### src/sv/lrs_pkg.sv
// shared types, constants and table functions of the logistic regression scorer
`timescale 1ns / 1ps
package lrs_pkg;

    // default sizes of the scorer
    localparam int NUM_FACTORS_DEF      = 8;
    localparam int MAX_LEVELS_DEF       = 5;
    localparam int SIGMOID_SEGMENTS_DEF = 32;

    // field and datapath widths
    localparam int FEAT_W  = 16;
    localparam int COEFF_W = 16;
    localparam int SCORE_W = 32;
    localparam int PROB_W  = 16;
    localparam int LEVEL_W = 3;
    localparam int ACC_W   = 38;
    localparam int DIFF_W  = 34;
    localparam int PADDR_W = 6;
    localparam int PDATA_W = 64;

    // logistic table covers [-8,8) in Q.16
    localparam logic signed [DIFF_W-1:0] HALF_RANGE = 34'sd524288;

    // register indexes (paddr[5:3])
    localparam logic [2:0] REG_BIAS       = 3'd0;
    localparam logic [2:0] REG_NUM_LEVELS = 3'd1;
    localparam logic [2:0] REG_MODE       = 3'd2;
    localparam logic [2:0] REG_COEFF_LO   = 3'd3;
    localparam logic [2:0] REG_COEFF_HI   = 3'd4;
    localparam logic [2:0] REG_CUTOFF     = 3'd5;

    // outcome modes
    localparam logic [1:0] MODE_SIGN    = 2'd0;
    localparam logic [1:0] MODE_BINARY  = 2'd1;
    localparam logic [1:0] MODE_ORDINAL = 2'd2;

    typedef struct packed {
        logic signed [FEAT_W-1:0] feature_0;
        logic signed [FEAT_W-1:0] feature_1;
        logic signed [FEAT_W-1:0] feature_2;
        logic signed [FEAT_W-1:0] feature_3;
        logic signed [FEAT_W-1:0] feature_4;
        logic signed [FEAT_W-1:0] feature_5;
        logic signed [FEAT_W-1:0] feature_6;
        logic signed [FEAT_W-1:0] feature_7;
        logic [PROB_W-1:0]        random_draw;
    } t_in;

    typedef struct packed {
        logic signed [SCORE_W-1:0] score;
        logic [PROB_W-1:0]         probability;
        logic [LEVEL_W-1:0]        outcome;
    } t_out;

    // what travels down the ordinal level chain
    typedef struct packed {
        logic signed [SCORE_W-1:0] score;
        logic [PROB_W-1:0]         prob;
        logic [PROB_W-1:0]         draw;
        logic                      found;
        logic [LEVEL_W-1:0]        level;
    } t_carry;

    // feature of a given index
    function automatic logic signed [FEAT_W-1:0] lrs_feature(input t_in d, input int idx);
        logic signed [FEAT_W-1:0] f;
        unique case (idx)
            0: f = d.feature_0;
            1: f = d.feature_1;
            2: f = d.feature_2;
            3: f = d.feature_3;
            4: f = d.feature_4;
            5: f = d.feature_5;
            6: f = d.feature_6;
            default: f = d.feature_7;
        endcase
        return f;
    endfunction

    // restoring divide, used only for elaboration-time table values
    function automatic logic [63:0] lrs_udiv(input logic [63:0] n, input logic [63:0] d);
        logic [63:0] rem;
        logic [63:0] quo;
        rem = '0;
        quo = '0;
        for (int i = 63; i >= 0; i--) begin
            rem = {rem[62:0], n[i]};
            if (rem >= d) begin
                rem    = rem - d;
                quo[i] = 1'b1;
            end
        end
        return quo;
    endfunction

    // logistic breakpoint k of a table with 2**seg_log2 segments, Q0.16
    function automatic logic [PROB_W-1:0] lrs_logistic(input int k, input int seg_log2);
        logic [63:0]        pos;
        logic signed [63:0] x;
        logic [63:0]        a;
        logic [63:0]        y;
        logic [63:0]        term;
        logic [63:0]        ey;
        logic [63:0]        r;
        logic [63:0]        den;
        logic [63:0]        q;
        pos = 64'(k) << (20 - seg_log2);
        x   = signed'(pos) - 64'sd524288;
        a   = (x < 0) ? 64'(-x) : 64'(x);
        y   = a << 10;
        term = 64'd1 << 30;
        ey   = 64'd1 << 30;
        for (int i = 1; i <= 15; i++) begin
            term = lrs_udiv((term * y) >> 30, 64'(i));
            ey   = ey + term;
        end
        r = lrs_udiv(64'd1 << 60, ey);
        for (int i = 0; i < 4; i++) begin
            r = (r * r) >> 30;
        end
        den = (64'd1 << 30) + r;
        if (x >= 0) begin
            q = lrs_udiv((64'd1 << 46) + (den >> 1), den);
        end else begin
            q = lrs_udiv((r << 16) + (den >> 1), den);
        end
        return (q > 64'd65535) ? 16'hFFFF : q[PROB_W-1:0];
    endfunction

endpackage

### src/sv/lrs_mac_cell.sv
// one multiply-accumulate cell of the dot product chain
`timescale 1ns / 1ps
module lrs_mac_cell (
    input  logic                               i_clk,
    input  logic                               i_rst_n,
    input  logic                               i_en,
    input  logic                               i_valid,
    input  lrs_pkg::t_in                       i_item,
    input  logic signed [lrs_pkg::ACC_W-1:0]   i_acc,
    input  logic signed [lrs_pkg::COEFF_W-1:0] i_coeff,
    input  logic signed [lrs_pkg::FEAT_W-1:0]  i_feat,
    output logic                               o_valid,
    output lrs_pkg::t_in                       o_item,
    output logic signed [lrs_pkg::ACC_W-1:0]   o_acc
);
    logic signed [31:0]                w_prod;
    logic signed [lrs_pkg::ACC_W-1:0]  n_acc;
    logic                              r_valid;
    lrs_pkg::t_in                      r_item;
    logic signed [lrs_pkg::ACC_W-1:0]  r_acc;

    // product is exact Q.20
    assign w_prod = i_coeff * i_feat;
    assign n_acc  = i_acc + lrs_pkg::ACC_W'(w_prod);

    always_ff @(posedge i_clk) begin
        if (!i_rst_n) begin
            r_valid <= 1'b0;
        end else if (i_en) begin
            r_valid <= i_valid;
        end
    end

    always_ff @(posedge i_clk) begin
        if (i_en) begin
            r_item <= i_item;
            r_acc  <= n_acc;
        end
    end

    assign o_valid = r_valid;
    assign o_item  = r_item;
    assign o_acc   = r_acc;

endmodule

### config.mk
export PLATFORM = sky130hd
export DESIGN_NAME = lrs_mac_cell
export DESIGN_NICKNAME = d
export VERILOG_FILES = /design/src/sv/lrs_pkg.sv /design/src/sv/lrs_mac_cell.sv
export SDC_FILE = /design/constraint.sdc
export NUM_CORES = 1
export LEC_CHECK = 0
export BUFFER_PORTS_ARGS = -buffer_cell sky130_fd_sc_hd__buf_2
export CORE_MARGIN = 2
export CORE_UTILIZATION = 61
export CTS_CLUSTER_SIZE = 30
export DETAILED_ROUTE_END_ITERATION = 10
export HOLD_SLACK_MARGIN = 0.12
export PLACE_DENSITY = 0.95
export RECOVER_POWER = 25
export SYNTH_ARGS = -nofsm -noshare
export SYNTH_HDL_FRONTEND = slang
export SYNTH_SLANG_ARGS = --single-unit
### constraint.sdc
create_clock -name i_clk -period 21.6 [get_ports i_clk]
set_input_delay 4.32 -clock i_clk [delete_from_list [all_inputs] [get_ports i_clk]]
set_output_delay 4.32 -clock i_clk [all_outputs]
set_load 0.005 [all_outputs]
Word-level counts from Yosys, hierarchy flattened
Index checks and enable logic that the tools add are counted.
{"block": "totals", "elab_cells": 13, "inputBits": 218, "reg_bits": 183}
{"block": "classes", "n_mul": 1, "addsub": 1}
{"operator": "38-bit by 32-bit adder with 38-bit output", "count": 1}
{"operator": "16-bit by 16-bit multiplier with 32-bit output", "count": 1}

Longest topological paths before layout
Gate-level depths: netlist of the first run.
{"block": "depth", "depth_word": 2, "mapped_depth": 24, "mapped_depth_nobuf": 23}

Worst setup path after synthesis of the first run
Ideal clock, no wire load.
{"block": "synth_path", "path_type": "in2reg", "from": "input port i_coeff[10] (netlist bit)", "to": "register r_acc, in the netlist o_acc[36], data pin", "t_arrival_ns": 9.703, "path_slack_ns": 11.627, "n_path_buf": 1, "cell_stages": 20, "setup_ns": 0.270, "path_cell_list": "clkbuf_1 -> nand2_1 -> fa_1 -> fa_1 -> fa_1 -> fa_1 -> inv_1 -> fa_1 -> inv_1 -> fa_1 -> inv_1 -> ha_1 -> and3_1 -> and3_4 -> a221oi_4 -> o311ai_2 -> a32oi_2 -> nand4_1 -> nor4b_1 -> a311oi_1"}
{"block": "synth_between", "elab_chain_cells": 2}
{"element": "from (decl)", "line": "lrs_mac_cell.sv:10", "text": "input logic signed [lrs_pkg::COEFF_W-1:0] i_coeff,"}
{"element": "16-bit by 16-bit multiplier with 32-bit output", "line": "lrs_mac_cell.sv:23", "text": "assign w_prod = i_coeff * i_feat;"}
{"element": "38-bit by 32-bit adder with 38-bit output", "line": "lrs_mac_cell.sv:24", "text": "assign n_acc = i_acc + lrs_pkg::ACC_W'(w_prod);"}
{"element": "named net n_acc, one bit", "line": "lrs_mac_cell.sv:17", "text": "logic signed [lrs_pkg::ACC_W-1:0] n_acc;"}
{"element": "to (signal assigned)", "line": "lrs_mac_cell.sv:37", "text": "r_acc <= n_acc;"}
{"element": "to (decl)", "line": "lrs_mac_cell.sv:20", "text": "logic signed [lrs_pkg::ACC_W-1:0] r_acc;"}
The timed path passes the listed nets, and every way through them passes these cells.
A chain may end at the register's enable or synchronous reset.

Final worst setup path of the first run
Ends and elaborated chain as after synthesis.

==> results of run 1 <==
-- path summary, 6_finish.rpt --
path,end,slack [ns],from
worst max-delay path,o_acc[36]$_DFFE_PP_,11.35,i_coeff[10]
worst min-delay path,o_valid$_SDFFE_PN0P_,0.52,o_valid$_SDFFE_PN0P_
worst max register to register,o_valid$_SDFFE_PN0P_,21.01,o_valid$_SDFFE_PN0P_
worst min register to register,o_valid$_SDFFE_PN0P_,0.52,o_valid$_SDFFE_PN0P_
-- through the flow --
stage	area, um^2	util [%]
after detailed placement	19900	69.6
final	20400	71.5
after global routing	20400	71.5
after CTS	20400	71.5
after global placement	19900	69.6
after floorplan	17500	-
-- registers in the layout, summed over array words and instances (netlist names) --
name and flops:
o_acc 38, o_item 144, o_valid 1
-- worst max-delay path: cells and delay by family --
family	cells	cell delay, ns
adders and majority gates	7	3.41
AOI/OAI and AO/OA	4	1.16
buffers and inverters	4	0.46
and+or+nand+nor	5	1.04
-- layout by cell type, fill, tap and decap left out, drive strengths merged, types with 3 or more instances in the layout --
cell      instances
and3              4
a21o             14
nand2           151
o21a              5
a31oi             4
nor3b             3
buf             399
o21ai            21
fa              322
nand4             3
edfxtp          182
o21bai            4
o211ai            3
nand3             7
ha              111
a21oi            36
a211oi            4
and2            107
nand2b            6
nor3              3
clkbuf           22
inv             364
nor2b             4
xor2             10
clkinvlp          3
a21boi            4
clkinv            4
xnor2            26
nor2             23
o311ai            5
-- kinds of logic after synthesis --
group / after synthesis / share of synthesized area, %
and+or+nand+nor: 316 / 8.80
adders and majority gates: 433 / 44.7
DFF: 183 / 31.3
muxes: 1 / 0.0571
buffers and inverters: 404 / 8.65
xor gates and xnor gates: 36 / 1.80
AOI/OAI and AO/OA: 116 / 4.77
-- synth_stat cells, types with 3 or more instances --
master | count | area share, %
o211ai_1 | 3 | 0.13
nor3b_1 | 3 | 0.13
nand2b_1 | 6 | 0.21
o21a_1 | 5 | 0.21
a211oi_1 | 3 | 0.13
nor2b_1 | 4 | 0.14
nor2_1 | 23 | 0.49
nand4_1 | 3 | 0.11
ha_1 | 111 | 7.9
a21oi_1 | 36 | 1.0
o21bai_1 | 4 | 0.17
o21ai_0 | 18 | 0.51
and2_1 | 107 | 3.8
nand3_1 | 7 | 0.20
a21boi_0 | 3 | 0.13
a21o_1 | 13 | 0.56
xnor2_1 | 26 | 1.3
a31oi_1 | 3 | 0.11
nor3_1 | 3 | 0.086
and3_1 | 3 | 0.11
edfxtp_1 | 182 | 31
fa_1 | 322 | 37
xor2_1 | 10 | 0.50
inv_1 | 361 | 7.7
clkbuf_1 | 41 | 0.88
nand2_1 | 151 | 3.2
-- final cells by class --
cell class	count	share of cell area (%)
clock buffer	20	2.14
clock inverter	11	0.497
inverter	361	6.64
multi-input combinational	902	51.6
sequential	183	26.9
tap	384	2.35
timing repair buffer	401	9.86
-- routing by layer --
| metal | up-vias | global-route usage, % | wire, um |
|---|---|---|---|
| li1 | 5329 | - | - |
| met1 | 6163 | 37.8 | 15900 |
| met2 | 756 | 58.1 | 24400 |
| met3 | 162 | 4.78 | 3810 |
| met4 | 0 | 15.2 | 2250 |
| met5 | - | 0 | 0 |
==> flow_metrics.env, run 1 <==
export IMPL_grt_pass1_wl_um=73100
export IMPL_wl_per_cell_um=20.5
export IMPL_port_buffers=400
export IMPL_synth_edff_count=182
export IMPL_cp_required_ns=21.77
export IMPL_multi_input_area_um2=10500
export IMPL_antenna_found_initial=1
export IMPL_routed_wl_um=46400
export IMPL_layout_setup_ws_ns=11.35
export IMPL_max_slew_margin_rel_pct=23.0
export IMPL_reg2reg_depth=2
export IMPL_clockBufferDepth=2
export IMPL_postCtsHoldBufs=0
export IMPL_finalCriticalPeriod_ns=10.25
export IMPL_final_antenna_net_count=0
export IMPL_synthCells=1489
export IMPL_core_um2=28500
export IMPL_gp_congestion=0.956
export IMPL_cp_slowest_stage_delay_ns=0.57
export IMPL_die_height_um=174
export IMPL_post_route_period_util_pct=47.4
export IMPL_yosys_warnings=0
export IMPL_first_iter_violations=1219
export IMPL_holdPathStages=2
export IMPL_rsz0062_at_grt="no"
export IMPL_synth_ff_type="edfxtp_1"
export IMPL_syn_to_final_growth_pct=16.3
export IMPL_crit_top_cell="fa_1"
export IMPL_layout_drive_gt1_share_pct=23.4
export IMPL_dp_hpwl_um=38200
export IMPL_track_usage_pct=32.1
export IMPL_diodes=0
export IMPL_outcome="complete, no violations"
export IMPL_finalMaxSlewViolations=0
export IMPL_rows=62
export IMPL_die_x_um=174
export IMPL_fin_skew_ns=0
export IMPL_insertion_delay_ns=0.42
export IMPL_avgSynthCellArea_um2=11.8
export IMPL_clk_pin_slew_worst_paths_ns=0.07
export IMPL_postCtsSetupBuffers=0
export IMPL_place_inst=2231
export IMPL_timing_fmax_ghz=0.0976
export IMPL_cts_sinks=183
export IMPL_io_pins=401
export IMPL_end_kind="flop"
export IMPL_drt_pass1_iter_count=6
export IMPL_final_nets=2517
export IMPL_tns_ns=0
export IMPL_cts_tree="built"
export IMPL_ys_types=59
export IMPL_regArea_um2=5490
export IMPL_synth_nets=2140
export IMPL_finalHoldViolCount=0
export IMPL_cp_arrival_ns=10.41
export IMPL_path_cells="buf_2 > nand2_1 > fa_1 > fa_1 > fa_1 > fa_1 > inv_1 > fa_1 > inv_1 > fa_1 > inv_1 > ha_1 > and3_1 > and3_4 > a221oi_4 > o311ai_2 > a32oi_2 > nand4_1 > nor4b_1 > a311oi_1"
export IMPL_synth_seq_area_share_pct=31.3
export IMPL_async_flop_share_pct=0
export IMPL_start_kind="input pin"
export IMPL_grt_pass1_vias=13900
export IMPL_setup_viol=0
export IMPL_gr_total_overflow=0
export IMPL_cts_resized=0
export IMPL_cpMaxStageDelayCell="fa_1"
export IMPL_drc_errors=0
export IMPL_drv_cap=0
export IMPL_fillers=1957
export IMPL_preCtsSetupSlack_ns=10.98
export IMPL_yosys_register_bits=183
export IMPL_cts_root_buf="clkbuf_16"
export IMPL_via_count=12400
export IMPL_path_max_fanout=16
export IMPL_htree_levels=4
export IMPL_grt_max_degree=107
export IMPL_min_path_type="reg2reg"
export IMPL_die_area_um2=30100
export IMPL_via_per_inst=5.49
export IMPL_worstMarginPinSlew_ns=1.15
export IMPL_start_util_pct=61.5
export IMPL_whs_ns=0.518
export IMPL_cts_buffers=17
export IMPL_fin_cells=2262
export IMPL_path_class="in2reg"
export IMPL_syn_cell_area_um2=17500
Power of run 1 is not shown: default switching activity piles up to over one toggle a cycle in this logic, so the estimate is an artifact.
==> run 2, diff against run 1 <==
Settings changed: CORE_UTILIZATION 61 to 56, PLACE_DENSITY 0.95 to 0.94.
Clock period 21.6 ns to 9.9 ns, I/O delays scaled along.
==> flow_metrics.env, run 2 (synthesis gave the netlist of run 1 again) <==
export IMPL_outcome="complete, no violations"
export IMPL_min_path_type="reg2reg"
export IMPL_finalHoldViolCount=0
export IMPL_path_class="in2reg"
export IMPL_fin_skew_ns=0
export IMPL_path_cells="buf_2 > nand2_1 > inv_1 > fa_1 > fa_1 > inv_1 > fa_1 > inv_1 > fa_1 > fa_1 > inv_1 > fa_1 > inv_1 > ha_1 > a21o_1 > a21oi_1 > o311ai_2 > a32oi_2 > nand4_1 > nor4b_1 > a311oi_1"
export IMPL_start_kind="input pin"
export IMPL_dp_hpwl_um=39100
export IMPL_max_slew_margin_rel_pct=20.6
export IMPL_worst_path_buf_inv=6
export IMPL_io_pins=401
export IMPL_finalMaxSlewViolations=0
export IMPL_layout_commonest_cell="buf_2"
export IMPL_drc_errors=0
export IMPL_postCtsSetupBuffers=0
export IMPL_layout_drive_gt1_share_pct=23.4
export IMPL_grt_pass1_wl_um=74100
export IMPL_cts_resized=0
export IMPL_cts_root_buf="clkbuf_16"
export IMPL_cts_sinks=183
export IMPL_syn_to_final_growth_pct=16.8
export IMPL_track_usage_pct=29.8
export IMPL_end_kind="flop"
export IMPL_die_height_um=181
export IMPL_grt_pass1_vias=13900
export IMPL_cts_tree="built"
export IMPL_timing_fmax_ghz=0.127
export IMPL_cp_slowest_stage_delay_ns=0.65
export IMPL_drt_pass1_iter_count=5
export IMPL_insertion_delay_ns=0.42
export IMPL_port_buffers=400
export IMPL_grt_max_degree=76
export IMPL_path_max_fanout=16
export IMPL_postCtsHoldBufs=0
export IMPL_die_area_um2=32800
export IMPL_fillers=2219
export IMPL_largest_reg_flops=144
export IMPL_rows=64
export IMPL_drv_cap=0
export IMPL_cp_arrival_ns=8.05
export IMPL_diodes=0
export IMPL_die_x_um=181
export IMPL_cts_buffers=17
export IMPL_cpMaxStageDelayCell="fa_1"
export IMPL_crit_top_cell="fa_1"
export IMPL_antenna_found_initial=1
export IMPL_via_per_inst=5.46
export IMPL_clockBufferDepth=2
export IMPL_start_util_pct=57.1
export IMPL_gp_congestion=0.942
export IMPL_path_delay_family="adder cells"
export IMPL_tns_ns=0
export IMPL_first_iter_violations=1155
export IMPL_gr_total_overflow=0
export IMPL_htree_levels=4
export IMPL_via_count=12400
export IMPL_cp_required_ns=10.07
export IMPL_core_um2=30700
export IMPL_routed_wl_um=47300
export IMPL_setup_viol=0
export IMPL_worstMarginPinSlew_ns=1.19
export IMPL_clk_pin_slew_worst_paths_ns=0.08
export IMPL_post_route_period_util_pct=79.6
export IMPL_wl_per_cell_um=20.8
export IMPL_final_cell_mix="391 x buf_2, 361 x inv_1, 322 x fa_1"
export IMPL_final_antenna_net_count=0
export IMPL_final_nets=2518
export IMPL_finalCriticalPeriod_ns=7.88
export IMPL_rsz0062_at_grt="no"
## run 2: changes by cell type in the layout (fill, tap and decap cells not counted), sizes merged
cell	change
buf	-5
bufinv	-1
clkbuf	+4
clkinv	+1
clkinvlp	-3
inv	+6
## run 2: routing by layer
layer | routed length (um) | vias to the layer above | track usage (%) | part of all wire, %
li1 | - | 5336 | - | -
met1 | 16400 | 6133 | 34.8 | 35
met2 | 24700 | 785 | 53.3 | 52
met3 | 3920 | 178 | 5.87 | 8.3
met4 | 2260 | 0 | 13.6 | 4.8
met5 | 0 | - | 0 | 0
## run 2: path summary, 6_finish.rpt
kind | depth (start not counted) | start | end | slack (ns)
worst max-delay path | 21 | i_feat[4] | o_acc[36]$_DFFE_PP_ | 2.02
worst max register to register | 2 | o_valid$_SDFFE_PN0P_ | o_valid$_SDFFE_PN0P_ | 9.30
worst min-delay path | 2 | o_valid$_SDFFE_PN0P_ | o_valid$_SDFFE_PN0P_ | 0.53
worst min register to register | 2 | o_valid$_SDFFE_PN0P_ | o_valid$_SDFFE_PN0P_ | 0.53
## run 2: final cells by class
cell class              instances  area [um^2]  area share (%)
multi-input cells             902        10500            51.4
flip-flops and latches        183         5490            26.8
well taps                     396          495            2.42
inverters                     361         1360            6.61
clock inverters                14          170           0.830
clock buffers                  18          429            2.09
repair buffers                402         2010            9.83
## run 2: worst reg2reg max path, delay by kind of cell (launching register included)
kind             cells  cell delay, ns
DFF                  1            0.31
muxes                1            0.12
and+or+nand+nor      1            0.06
## run 2: through the flow
step           util, %  cells  worst slack (ns)  hold slack, ns  area (um^2)
2_1_floorplan        -   1489              2.27           0.507        17500
3_3_place_gp      64.7   2244              1.84           0.496        19900
3_5_place_dp      64.7   2244              1.66           0.528        19900
4_1_cts           66.7   2276              2.12           0.542        20500
5_1_grt           66.6   2276              1.83           0.587        20500
6_report          66.6   2276              2.02           0.535        20500
Power of run 2 is left out for the same reason.
==> run 3, diff against run 2 <==
Clock period 9.9 ns to 7.3 ns, I/O delays scaled along.
==> flow_metrics.env, run 3 (synthesis gave the netlist of run 1 again) <==
export IMPL_outcome="complete, no violations"
export IMPL_setup_viol=0
export IMPL_cp_required_ns=7.46
export IMPL_path_delay_family="adder cells"
export IMPL_rsz0062_at_grt="no"
export IMPL_start_kind="input pin"
export IMPL_final_cell_mix="390 x buf_2, 361 x inv_1, 322 x fa_1"
export IMPL_track_usage_pct=30.4
export IMPL_fillers=2141
export IMPL_whs_ns=0.554
export IMPL_routed_wl_um=48200
export IMPL_dp_hpwl_um=40600
export IMPL_drc_errors=0
export IMPL_path_cells="buf_2 > buf_4 > nand2_1 > fa_1 > inv_1 > fa_1 > fa_1 > inv_1 > fa_1 > fa_1 > inv_1 > fa_1 > ha_1 > buf_4 > a21oi_1 > o21ai_0 > a31oi_1 > a31oi_4 > a211oi_4 > o21a_1 > o311ai_1"
export IMPL_insertion_delay_ns=0.42
export IMPL_drv_cap=0
export IMPL_core_um2=30700
export IMPL_grt_max_degree=88
export IMPL_finalHoldViolCount=0
export IMPL_end_kind="flop"
export IMPL_final_nets=2622
export IMPL_wl_per_cell_um=20.3
export IMPL_clk_pin_slew_worst_paths_ns=0.08
export IMPL_finalCriticalPeriod_ns=7.08
export IMPL_max_slew_margin_rel_pct=44.5
export IMPL_grt_use_met3_pct=5.83
export IMPL_htree_levels=4
export IMPL_first_iter_violations=940
export IMPL_fin_skew_ns=0
export IMPL_cp_arrival_ns=7.24
export IMPL_via_count=12700
export IMPL_grtUsageMet1_pct=35.5
export IMPL_io_pins=401
export IMPL_grt_pass1_wl_um=75400
export IMPL_cpMaxStageDelayCell="fa_1"
export IMPL_die_height_um=181
export IMPL_grt_use_met2_pct=55.8
export IMPL_fin_cells=2380
export IMPL_layout_commonest_cell="buf_2"
export IMPL_syn_to_final_growth_pct=21.8
export IMPL_largest_reg_flops=144
export IMPL_postCtsSetupBuffers=0
export IMPL_gp_congestion=0.997
export IMPL_via_per_inst=5.34
export IMPL_crit_top_cell="fa_1"
export IMPL_clockBufferDepth=2
export IMPL_cts_buffers=17
export IMPL_worstMarginPinSlew_ns=0.833
export IMPL_finalMaxSlewViolations=0
export IMPL_cts_sinks=183
export IMPL_path_class="in2reg"
export IMPL_layout_drive_gt1_share_pct=27.4
export IMPL_postCtsHoldBufs=0
export IMPL_min_path_type="reg2reg"
export IMPL_antenna_found_initial=0
export IMPL_utilization_pct=69.5
export IMPL_worst_path_buf_inv=6
export IMPL_cts_tree="built"
export IMPL_final_antenna_net_count=0
export IMPL_rows=64
export IMPL_diodes=0
export IMPL_die_area_um2=32800
export IMPL_gr_total_overflow=0
export IMPL_cts_root_buf="clkbuf_16"
export IMPL_die_x_um=181
export IMPL_timing_fmax_ghz=0.141
export IMPL_port_buffers=400
export IMPL_drt_pass1_iter_count=6
export IMPL_grt_pass1_vias=14100
export IMPL_start_util_pct=57.1
export IMPL_cp_slowest_stage_delay_ns=0.54
export IMPL_post_route_period_util_pct=97.0
export IMPL_place_inst=2348
export IMPL_top_usage_layer="met2"
export IMPL_path_max_fanout=9
## run 3: cell count changes in the layout (fill, tap and decap cells not counted), sizes merged
| cell | previous run | this run |
|---|---|---|
| buf | 394 | 497 |
| clkinv | 5 | 6 |
## run 3: repair_timing
item,CTS,global route
gates resized for setup,0,4
hold endpoints to repair,0,0
endpoints found under the setup margin,0,1
## run 3: worst paths after layout
| kind | start | endpoint | slack (ns) | cells past startpoint |
|---|---|---|---|---|
| worst min register to register | o_valid$_SDFFE_PN0P_ | o_valid$_SDFFE_PN0P_ | 0.55 | 2 |
| worst max-delay path | i_feat[3] | o_acc[31]$_DFFE_PP_ | 0.22 | 21 |
| worst min-delay path | o_valid$_SDFFE_PN0P_ | o_valid$_SDFFE_PN0P_ | 0.55 | 2 |
| worst max register to register | o_valid$_SDFFE_PN0P_ | o_valid$_SDFFE_PN0P_ | 6.68 | 2 |
## run 3: layout make-up
type | instances | area [um^2] | area share (%)
Timing Repair Buffer | 506 | 2880 | 13.5
Tap cell | 396 | 495 | 2.32
Clock inverter | 15 | 171 | 0.802
Multi-Input combinational cell | 902 | 10500 | 49.4
Inverter | 361 | 1360 | 6.34
Clock buffer | 17 | 425 | 1.99
Sequential cell | 183 | 5490 | 25.7
## run 3: routing by layer
layer	share of wire [%]	wire length (um)
met3	7.8	3750
met2	53	25500
met4	3.9	1890
met5	0	0
met1	35	17100
## run 3: through the flow
step	TNS [ns]	cell area, um^2	worst slack (ns)
4_1_cts	0	21400	0.197
2_1_floorplan	0	17500	0.187
6_report	0	21400	0.217
3_5_place_dp	-1.48	20800	-0.268
5_1_grt	0	21400	0.00563
3_3_place_gp	-0.0696	20800	-0.0489
## run 3: worst register-to-register path: cells and delay by family (launching register included)
family,cells,cell delay [ns]
AND/OR/NAND/NOR,1,0.06
flip-flops,1,0.32
multiplexers,1,0.14
Power of run 3 is left out for the same reason.
